$ cat src/design/rrw_pkg.sv
// Package: constants, types and result kinds for the reorder receive window.
package rrw_pkg;
   localparam int WindowDefault = 32;
   localparam int SegmentBytesDefault = 1024;
   localparam int SpanCap = 32;
   localparam logic [30:0] InitialSequenceReset = 31'd67;
   localparam logic [5:0] WindowSlotsReset = 6'd32;

   typedef enum logic [1:0] {
      KIND_DELIVER = 2'd0,
      KIND_ACK     = 2'd1,
      KIND_FINISH  = 2'd2
   } kind_type;

   typedef enum logic {
      CSR_INITIAL_SEQUENCE = 1'b0,
      CSR_WINDOW_SLOTS     = 1'b1
   } csr_index_type;

   typedef struct packed {
      logic [30:0] seq;
      logic [10:0] len;
      logic        fin;
      logic [15:0] tag;
   } segment_type;

   typedef struct packed {
      segment_type seg;
      logic        stale;
   } front_type;
endpackage

$ cat src/design/reorder_receive_window.sv
// Top level: reorder receive window with cumulative acknowledgement.
// A stale non-final segment gets an ack; a stored segment gets its in-order deliveries, each
// through the slot read and wait states, then a closing ack or finish, which comes alone
// when nothing is delivered; output stalls hold results back.
// One segment at a time: the next beat is taken only after the last result leaves or it is dropped.
// Synchronous reset clears control state; slot contents are not cleared.
module reorder_receive_window
   import rrw_pkg::*;
#(
   parameter int WINDOW = WindowDefault,
   parameter int SEGMENT_BYTES = SegmentBytesDefault
) (
   input  logic        clock,
   input  logic        reset,
   input  logic        req_valid,
   output logic        req_stall,
   input  logic [30:0] req_segment_seq,
   input  logic [10:0] req_segment_len,
   input  logic        req_is_final,
   input  logic [15:0] req_buffer_tag,
   output logic        rsp_valid,
   input  logic        rsp_stall,
   output logic [1:0]  rsp_kind,
   output logic [30:0] rsp_out_seq,
   output logic [10:0] rsp_out_len,
   output logic [15:0] rsp_out_tag,
   output logic [30:0] rsp_ack_value,
   output logic        rsp_last,
   input  logic        csr_valid,
   output logic        csr_ready,
   input  logic        csr_index,
   input  logic [30:0] csr_data
);
   logic        q_valid, q_pop, back_idle;
   front_type   q_data;
   logic [30:0] expected_seq;

   rrw_front u_front (
      .clock, .reset, .req_valid, .req_stall, .req_segment_seq, .req_segment_len,
      .req_is_final, .req_buffer_tag, .expected_seq, .back_idle,
      .q_valid, .q_data, .q_pop
   );

   rrw_back #(.WINDOW(WINDOW), .SEGMENT_BYTES(SEGMENT_BYTES)) u_back (
      .clock, .reset, .csr_valid, .csr_ready, .csr_index, .csr_data,
      .q_valid, .q_data, .q_pop, .expected_seq, .back_idle,
      .rsp_valid, .rsp_stall, .rsp_kind, .rsp_out_seq, .rsp_out_len,
      .rsp_out_tag, .rsp_ack_value, .rsp_last
   );
endmodule

$ cat src/design/rrw_ram.sv
// Generic single-write, single-read RAM with registered read data.
module rrw_ram #(
   parameter int WIDTH = 8,
   parameter int DEPTH = 32
) (
   input  logic                     clock,
   input  logic                     wr_en,
   input  logic [$clog2(DEPTH)-1:0] wr_addr,
   input  logic [WIDTH-1:0]         wr_data,
   input  logic [$clog2(DEPTH)-1:0] rd_addr,
   output logic [WIDTH-1:0]         rd_data
);
   logic [WIDTH-1:0] mem_ff [DEPTH];

   always_ff @(posedge clock) begin
      if (wr_en) begin
         mem_ff[wr_addr] <= wr_data;
      end
      rd_data <= mem_ff[rd_addr];
   end
endmodule

$ cat src/design/rrw_front.sv
// Front: takes request beats, flags stale sequences, feeds a two-entry queue.
module rrw_front
   import rrw_pkg::*;
(
   input  logic        clock,
   input  logic        reset,
   input  logic        req_valid,
   output logic        req_stall,
   input  logic [30:0] req_segment_seq,
   input  logic [10:0] req_segment_len,
   input  logic        req_is_final,
   input  logic [15:0] req_buffer_tag,
   input  logic [30:0] expected_seq,
   input  logic        back_idle,
   output logic        q_valid,
   output front_type   q_data,
   input  logic        q_pop
);
   front_type   ent_ff [2];
   front_type   ent_in;
   logic        rd_ff, wr_ff;
   logic [1:0]  cnt_ff;
   logic        push;

   // one segment in flight: expected sequence is settled only when back side is idle
   assign req_stall = (cnt_ff != 2'd0) || !back_idle;
   assign push = req_valid && !req_stall;
   assign q_valid = (cnt_ff != 2'd0);
   assign q_data = ent_ff[rd_ff];

   always_comb begin
      ent_in.seg.seq = req_segment_seq;
      ent_in.seg.len = req_segment_len;
      ent_in.seg.fin = req_is_final;
      ent_in.seg.tag = req_buffer_tag;
      ent_in.stale = req_segment_seq < expected_seq;
   end

   always_ff @(posedge clock) begin
      if (push) begin
         ent_ff[wr_ff] <= ent_in;
      end
      if (reset) begin
         rd_ff <= 1'b0;
         wr_ff <= 1'b0;
         cnt_ff <= 2'd0;
      end else begin
         if (push) wr_ff <= !wr_ff;
         if (q_pop) rd_ff <= !rd_ff;
         cnt_ff <= cnt_ff + {1'b0, push} - {1'b0, q_pop};
      end
   end

   assert property (@(posedge clock) disable iff (reset) cnt_ff <= 2'd2)
      else $error("queue overflow");
   assert property (@(posedge clock) disable iff (reset) q_pop |-> q_valid)
      else $error("pop of empty queue");
   assert property (@(posedge clock) disable iff (reset) push |=> q_valid)
      else $error("accepted beat not queued");
endmodule

$ cat src/design/rrw_back.sv
// Back: window placement, slot ring, in-order delivery walk and result register.
module rrw_back
   import rrw_pkg::*;
#(
   parameter int WINDOW = WindowDefault,
   parameter int SEGMENT_BYTES = SegmentBytesDefault
) (
   input  logic        clock,
   input  logic        reset,
   input  logic        csr_valid,
   output logic        csr_ready,
   input  logic        csr_index,
   input  logic [30:0] csr_data,
   input  logic        q_valid,
   input  front_type   q_data,
   output logic        q_pop,
   output logic [30:0] expected_seq,
   output logic        back_idle,
   output logic        rsp_valid,
   input  logic        rsp_stall,
   output logic [1:0]  rsp_kind,
   output logic [30:0] rsp_out_seq,
   output logic [10:0] rsp_out_len,
   output logic [15:0] rsp_out_tag,
   output logic [30:0] rsp_ack_value,
   output logic        rsp_last
);
   localparam int AW = $clog2(WINDOW);
   localparam int OW = $clog2(WINDOW + 2);
   localparam int SH = $clog2(SEGMENT_BYTES);
   localparam bit POW2 = (1 << SH) == SEGMENT_BYTES;
   localparam int EffCap = (WINDOW < SpanCap) ? WINDOW : SpanCap;
   localparam int DW = 31 + 11 + 16;

   typedef enum logic [2:0] {
      S_IDLE, S_CALC, S_PLACE, S_READ, S_WAIT, S_EMIT
   } state_type;

   state_type    state_ff;
   logic [30:0]  exp_ff;
   logic [5:0]   win_ff;
   logic         fin_seen_ff, finished_ff;
   logic [AW-1:0] head_ff;
   logic [OW-1:0] high_ff;
   logic [WINDOW-1:0] filled_ff;
   segment_type  seg_ff;
   logic         stale_ff;
   logic [30:0]  diff_ff;
   logic [30:0]  quo_ff;
   logic         out_valid_ff;
   logic [1:0]   kind_ff;
   logic [30:0]  oseq_ff, oack_ff;
   logic [10:0]  olen_ff;
   logic [15:0]  otag_ff;
   logic         olast_ff;

   logic [DW-1:0] rd_data;
   logic          wr_en;
   logic [AW-1:0] wr_addr;
   logic [6:0]    effw;
   logic [31:0]   offset;
   logic [AW:0]   pos_sum;
   logic          out_free;
   logic [5:0]    quo_small;
   logic          emit;
   logic          out_valid_in;

   always_comb begin
      effw = (win_ff == 6'd0 || 32'(win_ff) > WINDOW) ? 7'(WINDOW) : {1'b0, win_ff};
      if (32'(effw) > EffCap) effw = 7'(EffCap);
   end

   // slot distance by compare against constant multiples, saturating at SpanCap
   always_comb begin
      quo_small = 6'd0;
      for (int k = 1; k <= SpanCap; k++) begin
         if ({1'b0, diff_ff} >= 32'(k * SEGMENT_BYTES)) quo_small = 6'(k);
      end
   end

   assign offset = stale_ff ? 32'd1 : {1'b0, quo_ff} + 32'd1;
   assign pos_sum = {1'b0, head_ff} + (AW + 1)'(offset - 32'd1);
   assign wr_addr = (32'(pos_sum) >= WINDOW) ? AW'(32'(pos_sum) - WINDOW) : AW'(pos_sum);
   assign wr_en = (state_ff == S_PLACE) && (offset <= 32'(effw));
   assign out_free = !out_valid_ff || !rsp_stall;
   assign emit = out_free && ((state_ff == S_EMIT) ||
                 (state_ff == S_WAIT && high_ff != '0 && filled_ff[head_ff]));
   assign out_valid_in = emit || (out_valid_ff && rsp_stall);

   rrw_ram #(.WIDTH(DW), .DEPTH(1 << AW)) u_ram (
      .clock  (clock),
      .wr_en  (wr_en),
      .wr_addr(wr_addr),
      .wr_data({seg_ff.seq, seg_ff.len, seg_ff.tag}),
      .rd_addr(head_ff),
      .rd_data(rd_data)
   );

   assign q_pop = (state_ff == S_IDLE) && q_valid;
   assign expected_seq = exp_ff;
   assign back_idle = (state_ff == S_IDLE) && !out_valid_ff;
   assign csr_ready = 1'b1;
   assign rsp_valid = out_valid_ff;
   assign rsp_kind = kind_ff;
   assign rsp_out_seq = oseq_ff;
   assign rsp_out_len = olen_ff;
   assign rsp_out_tag = otag_ff;
   assign rsp_ack_value = oack_ff;
   assign rsp_last = olast_ff;

   always_ff @(posedge clock) begin
      if (reset) begin
         state_ff <= S_IDLE;
         exp_ff <= InitialSequenceReset;
         win_ff <= WindowSlotsReset;
         fin_seen_ff <= 1'b0;
         finished_ff <= 1'b0;
         head_ff <= '0;
         high_ff <= '0;
         filled_ff <= '0;
         out_valid_ff <= 1'b0;
      end else begin
         out_valid_ff <= out_valid_in;
         if (csr_valid) begin
            if (csr_index == CSR_INITIAL_SEQUENCE) begin
               exp_ff <= csr_data;
            end else begin
               win_ff <= csr_data[5:0];
            end
         end
         case (state_ff)
            S_IDLE: begin
               if (q_valid) begin
                  seg_ff <= q_data.seg;
                  stale_ff <= q_data.stale;
                  diff_ff <= q_data.seg.seq - exp_ff;
                  quo_ff <= '0;
                  if (finished_ff) state_ff <= S_IDLE;
                  else if (q_data.stale && !q_data.seg.fin) begin
                     state_ff <= S_EMIT;
                  end else state_ff <= S_CALC;
               end
            end
            S_CALC: begin
               quo_ff <= POW2 ? (diff_ff >> SH) : {25'd0, quo_small};
               state_ff <= S_PLACE;
            end
            S_PLACE: begin
               if (!wr_en) begin
                  state_ff <= S_IDLE;
               end else begin
                  if (seg_ff.fin) fin_seen_ff <= 1'b1;
                  filled_ff[wr_addr] <= 1'b1;
                  if (offset > 32'(high_ff)) high_ff <= OW'(offset);
                  state_ff <= S_READ;
               end
            end
            S_READ: state_ff <= S_WAIT;
            S_WAIT: begin
               if (out_free) begin
                  if (high_ff != '0 && filled_ff[head_ff]) begin
                     kind_ff <= KIND_DELIVER;
                     {oseq_ff, olen_ff, otag_ff} <= rd_data;
                     oack_ff <= '0;
                     olast_ff <= 1'b0;
                     exp_ff <= rd_data[DW-1 -: 31] + 31'(rd_data[26:16]);
                     filled_ff[head_ff] <= 1'b0;
                     head_ff <= AW'(32'(head_ff) + 1 == WINDOW ? 0 : 32'(head_ff) + 1);
                     high_ff <= high_ff - OW'(1);
                     state_ff <= S_READ;
                  end else state_ff <= S_EMIT;
               end
            end
            S_EMIT: begin
               if (out_free) begin
                  oseq_ff <= '0;
                  olen_ff <= '0;
                  otag_ff <= '0;
                  olast_ff <= 1'b1;
                  if (!(stale_ff && !seg_ff.fin) && fin_seen_ff && high_ff == '0) begin
                     finished_ff <= 1'b1;
                     kind_ff <= KIND_FINISH;
                     oack_ff <= '0;
                  end else begin
                     kind_ff <= KIND_ACK;
                     oack_ff <= exp_ff;
                  end
                  state_ff <= S_IDLE;
               end
            end
            default: state_ff <= S_IDLE;
         endcase
      end
   end

   assert property (@(posedge clock) disable iff (reset)
      out_valid_ff && rsp_stall |=> out_valid_ff && $stable(kind_ff))
      else $error("result changed under stall");
   assert property (@(posedge clock) disable iff (reset)
      finished_ff |=> finished_ff)
      else $error("finished dropped");
   assert property (@(posedge clock) disable iff (reset)
      32'(high_ff) <= EffCap)
      else $error("highest offset beyond window");
endmodule
$ cat config.mk
export PLATFORM = sky130hd
export DESIGN_NAME = reorder_receive_window
export DESIGN_NICKNAME = d
export VERILOG_FILES = /design/src/design/rrw_pkg.sv /design/src/design/reorder_receive_window.sv /design/src/design/rrw_ram.sv /design/src/design/rrw_front.sv /design/src/design/rrw_back.sv
export SDC_FILE = /design/constraint.sdc
export NUM_CORES = 2
export LEC_CHECK = 0
export ABC_AREA = 1
export BUFFER_PORTS_ARGS = -buffer_cell sky130_fd_sc_hd__buf_2
export CORE_AREA = 2 2 516 518
export CTS_CLUSTER_DIAMETER = 80
export DETAILED_ROUTE_END_ITERATION = 8
export DIE_AREA = 0 0 518 520
export PLACE_DENSITY = 0.53
export SLEW_MARGIN = 25
export SYNTH_ARGS = -nofsm -noshare
export SYNTH_HDL_FRONTEND = slang
export SYNTH_SLANG_ARGS = --single-unit
$ cat constraint.sdc
create_clock -name clock -period 15.76 [get_ports clock]
set_clock_uncertainty 0.15 [all_clocks]
set_input_delay 2.364 -clock clock [delete_from_list [all_inputs] [get_ports clock]]
set_output_delay 2.364 -clock clock [all_outputs]
set_load 0.01 [all_outputs]
==> metrics.txt <==
fill count=24900; Total Power=14.88 mW; area of the multi-input gates=21210 µm²; final non-filler cell total=11080; CTS Root Cell=clkbuf_16; predominant post-synthesis flop cell=edfxtp_1; flops & latches, synth=2319; antenna violations before repair=14; status=completed; hold_ws=~0.31 ns; CP Class=flip-flop to flip-flop; global router's overall resource usage=between 20% and 30%; final setup violating endpoints=0; Synth area leaders=edfxtp_1 (71%), o21ai_0 (5.8%), nor2_1 (4.9%); initial core utilization=a little over a third; vias in the first global route=56840; Post-DRT Antenna Nets=0; DR pass1 iterations=7; CP max FO=50; Rows=189; Max VDD drop=0.1131 mV; Seq/Total Area, Yosys=roughly three quarters; Clk pin slew, worst setup/hold paths=roughly 0.06 ns; Final Hold Viols=0; grt total ovfl=0; Worst setup SP type=flip-flop; Distinct cells, synth=50; latest clock arrival within the worst-skew pair=0.89 ns; CP Cell Sequence=nand2_1 -> nor2_2 -> inv_1 -> nor2_1 -> a21oi_1 -> a211oi_1 -> ha_1 -> nand2_1 -> inv_1 -> a21oi_1 -> nand2_1 -> a21oi_1 -> nand2_2 -> buf_4 -> nor3_2 -> buf_4; Synth Cell Area=91820 µm²; setup slack after layout=10.40 ns; CTS Buffer Depth=3; Yosys top cell area share=70.97%; placed cells=10620; drt total wl=285.5 mm; port bufs=189; Synth Instances=around 7200; setup bufs post-CTS=0; post-cts sizing count=0; hold-fix buffer count after cts=0; die area=269400 µm²; CP required=16.07 ns; FMAX=186.4 MHz; Synth area leader=edfxtp_1; Synth Net Count=between 7000 and 8000; largest net degree at the start of global routing=184; static leakage=about 36 nW; hpwl dp=170.2 mm; slew margin rel.=24.95%; Die Width=518 µm; first-pass GRT wire length=409.4 mm; total CTS buffers=approximately 240; Placed Area=between 90000 and 100000 µm²; Tmin final=between 5 and 6 ns; part of the cycle the worst path needs=roughly a third; Worst-Margin Slew=1.126 ns; Detailed Route Iter0 Violations=6393; Nets=7525; Chip Height=520 µm; FF+latch area=68160 µm²; clock sink count=2319; slowest stage delay, CP=about 0.8 ns; Final TNS setup=0 ns; CTS tree=built; Worst Path Arrival=5.68 ns; ys async rst share=0%; power per cell area=141.4 nW/µm²; number of max-cap violations=0; Final Cell Area=105200 µm²; area delta synth->final=14.56%; Core ar.=263900 µm²; H-tree levels=4; Via Count=59330; min-delay worst type=flip-flop to flip-flop; Top Ports=~190; fraction of layout cells with a size suffix above 1=10.24%; wire per inst=25.77 µm; Warnings, synthesis=0; Post-synth EDFFs=~2200; Via density=about 5.4; Crit-path slowest cell=buf_4; Syn Area/Cell=12.83 µm²; post-place setup slack=10.53 ns; unrepaired setup endpoints after global routing=false; Final Slew Violations=0; crit path capture type=flip-flop; DR DRC count=0; Final Util=39.86%; GP Congestion=between 0.8 and 0.9
state kept, by name, summed over array words and instances (netlist names), 2 cells and up, named ones only:
name,flops
u_back.rsp_out_len,11
u_back.diff_ff,21
u_back.win_ff,6
u_back.rsp_out_tag,16
u_back.rsp_kind,2
u_back.seg_ff,59
u_back.filled_ff,32
u_back.high_ff,6
u_back.u_ram.mem_ff,1856
u_front.cnt_ff,2
u_back.rsp_out_seq,31
u_front.ent_ff,120
u_back.rsp_ack_value,31
u_back.expected_seq,31
u_back.state_ff,3
u_back.quo_ff,21
u_back.u_ram.rd_data,58
u_back.head_ff,5
cells in the mapped netlist (2+ instances only):
cell / number
edfxtp_1: 2170
nor2_1: 1200
o21ai_0: 1069
nand2_1: 654
o22ai_1: 468
clkbuf_1: 366
inv_1: 262
dfxtp_1: 149
a21oi_1: 138
a221oi_1: 113
a22o_1: 111
ha_1: 98
nand3_1: 81
nor3_1: 56
xor2_1: 31
buf_2: 29
buf_1: 27
nand4_1: 21
xnor2_1: 14
a31oi_1: 11
o211ai_1: 11
buf_6: 8
o21a_1: 7
o21ai_1: 7
a211oi_1: 6
a21o_1: 5
nor4_1: 5
o21bai_1: 5
inv_2: 4
a21boi_0: 3
nor3b_1: 3
or2_2: 3
fa_1: 2
nand2_2: 2
area by class of cell:
cell class / instances / area share [%]
Antenna cell: 7 / 0.01665
Clock buffer: 325 / 6.145
Clock inverter: 122 / 1.262
Inverter: 267 / 0.9754
Multi-Input combinational cell: 4138 / 20.17
Sequential cell: 2319 / 64.80
Tap cell: 3533 / 4.203
Timing Repair Buffer: 367 / 2.431
cell families after synthesis:
group | count (synthesis) | synth area share (%)
flops | 2319 | 74.22
simple gates | 2032 | 8.626
other cells | 1 | 0.004084
fa+ha+maj | 100 | 1.379
buf+inv | 698 | 2.963
compound gates | 1960 | 12.38
xor+xnor | 45 | 0.4293
critical path: cells and delay by family (launching register included):
kind / cells / cell delay [ns]
flip-flops: 1 / 0.39
adder cells (fa/ha/maj): 1 / 0.36
buffers and inverters: 4 / 1.33
AO/OA/AOI/OAI: 4 / 0.95
AND/OR/NAND/NOR: 7 / 1.57
path summary, 6_finish.rpt:
check	start	to	slack (ns)	depth (start not counted)
max	u_back.quo_ff[2]$_SDFFCE_PN0P_	u_back.u_ram.mem_ff[29][24]$_DFFE_PP_	10.40	16
min	u_front.cnt_ff[1]$_SDFF_PP0_	u_front.cnt_ff[1]$_SDFF_PP0_	0.31	1
max reg2reg	u_back.quo_ff[2]$_SDFFCE_PN0P_	u_back.u_ram.mem_ff[29][24]$_DFFE_PP_	10.40	16
min reg2reg	u_front.cnt_ff[1]$_SDFF_PP0_	u_front.cnt_ff[1]$_SDFF_PP0_	0.31	1
cells in the final DEF (no fill, tap or decap), types with 16 or more instances in the layout:
master,n
a221oi_1,113
clkinv_1,41
buf_2,189
inv_1,257
bufinv_16,24
buf_4,155
a21oi_1,136
a22o_1,111
clkbuf_8,16
clkbuf_1,70
dfxtp_1,146
nor2_1,1190
nor3_1,24
nand3_1,81
o22ai_1,468
o21ai_0,1069
clkinv_2,39
nand2_1,653
clkbuf_16,239
nand4_1,21
xor2_1,31
nor3_2,32
ha_1,98
edfxtp_1,2170
power breakdown:
part / total, mW / leakage (nW) / switching (mW) / internal, mW
Sequential: 7.42 / 20.7 / 0.102 / 7.32
Combinational: 1.83 / 11.3 / 1.42 / 0.413
Clock: 5.63 / 3.79 / 2.37 / 3.25
Total: 14.9 / 35.9 / 3.89 / 11.0
routing by layer:
layer	vias up	wire length [µm]	track usage (%)
li1	26760	-	-
met1	30210	119000	27.13
met2	1971	141000	35.03
met3	389	15390	2.553
met4	4	10170	7.153
met5	-	21	0
(Power assumes the default switching activity.)
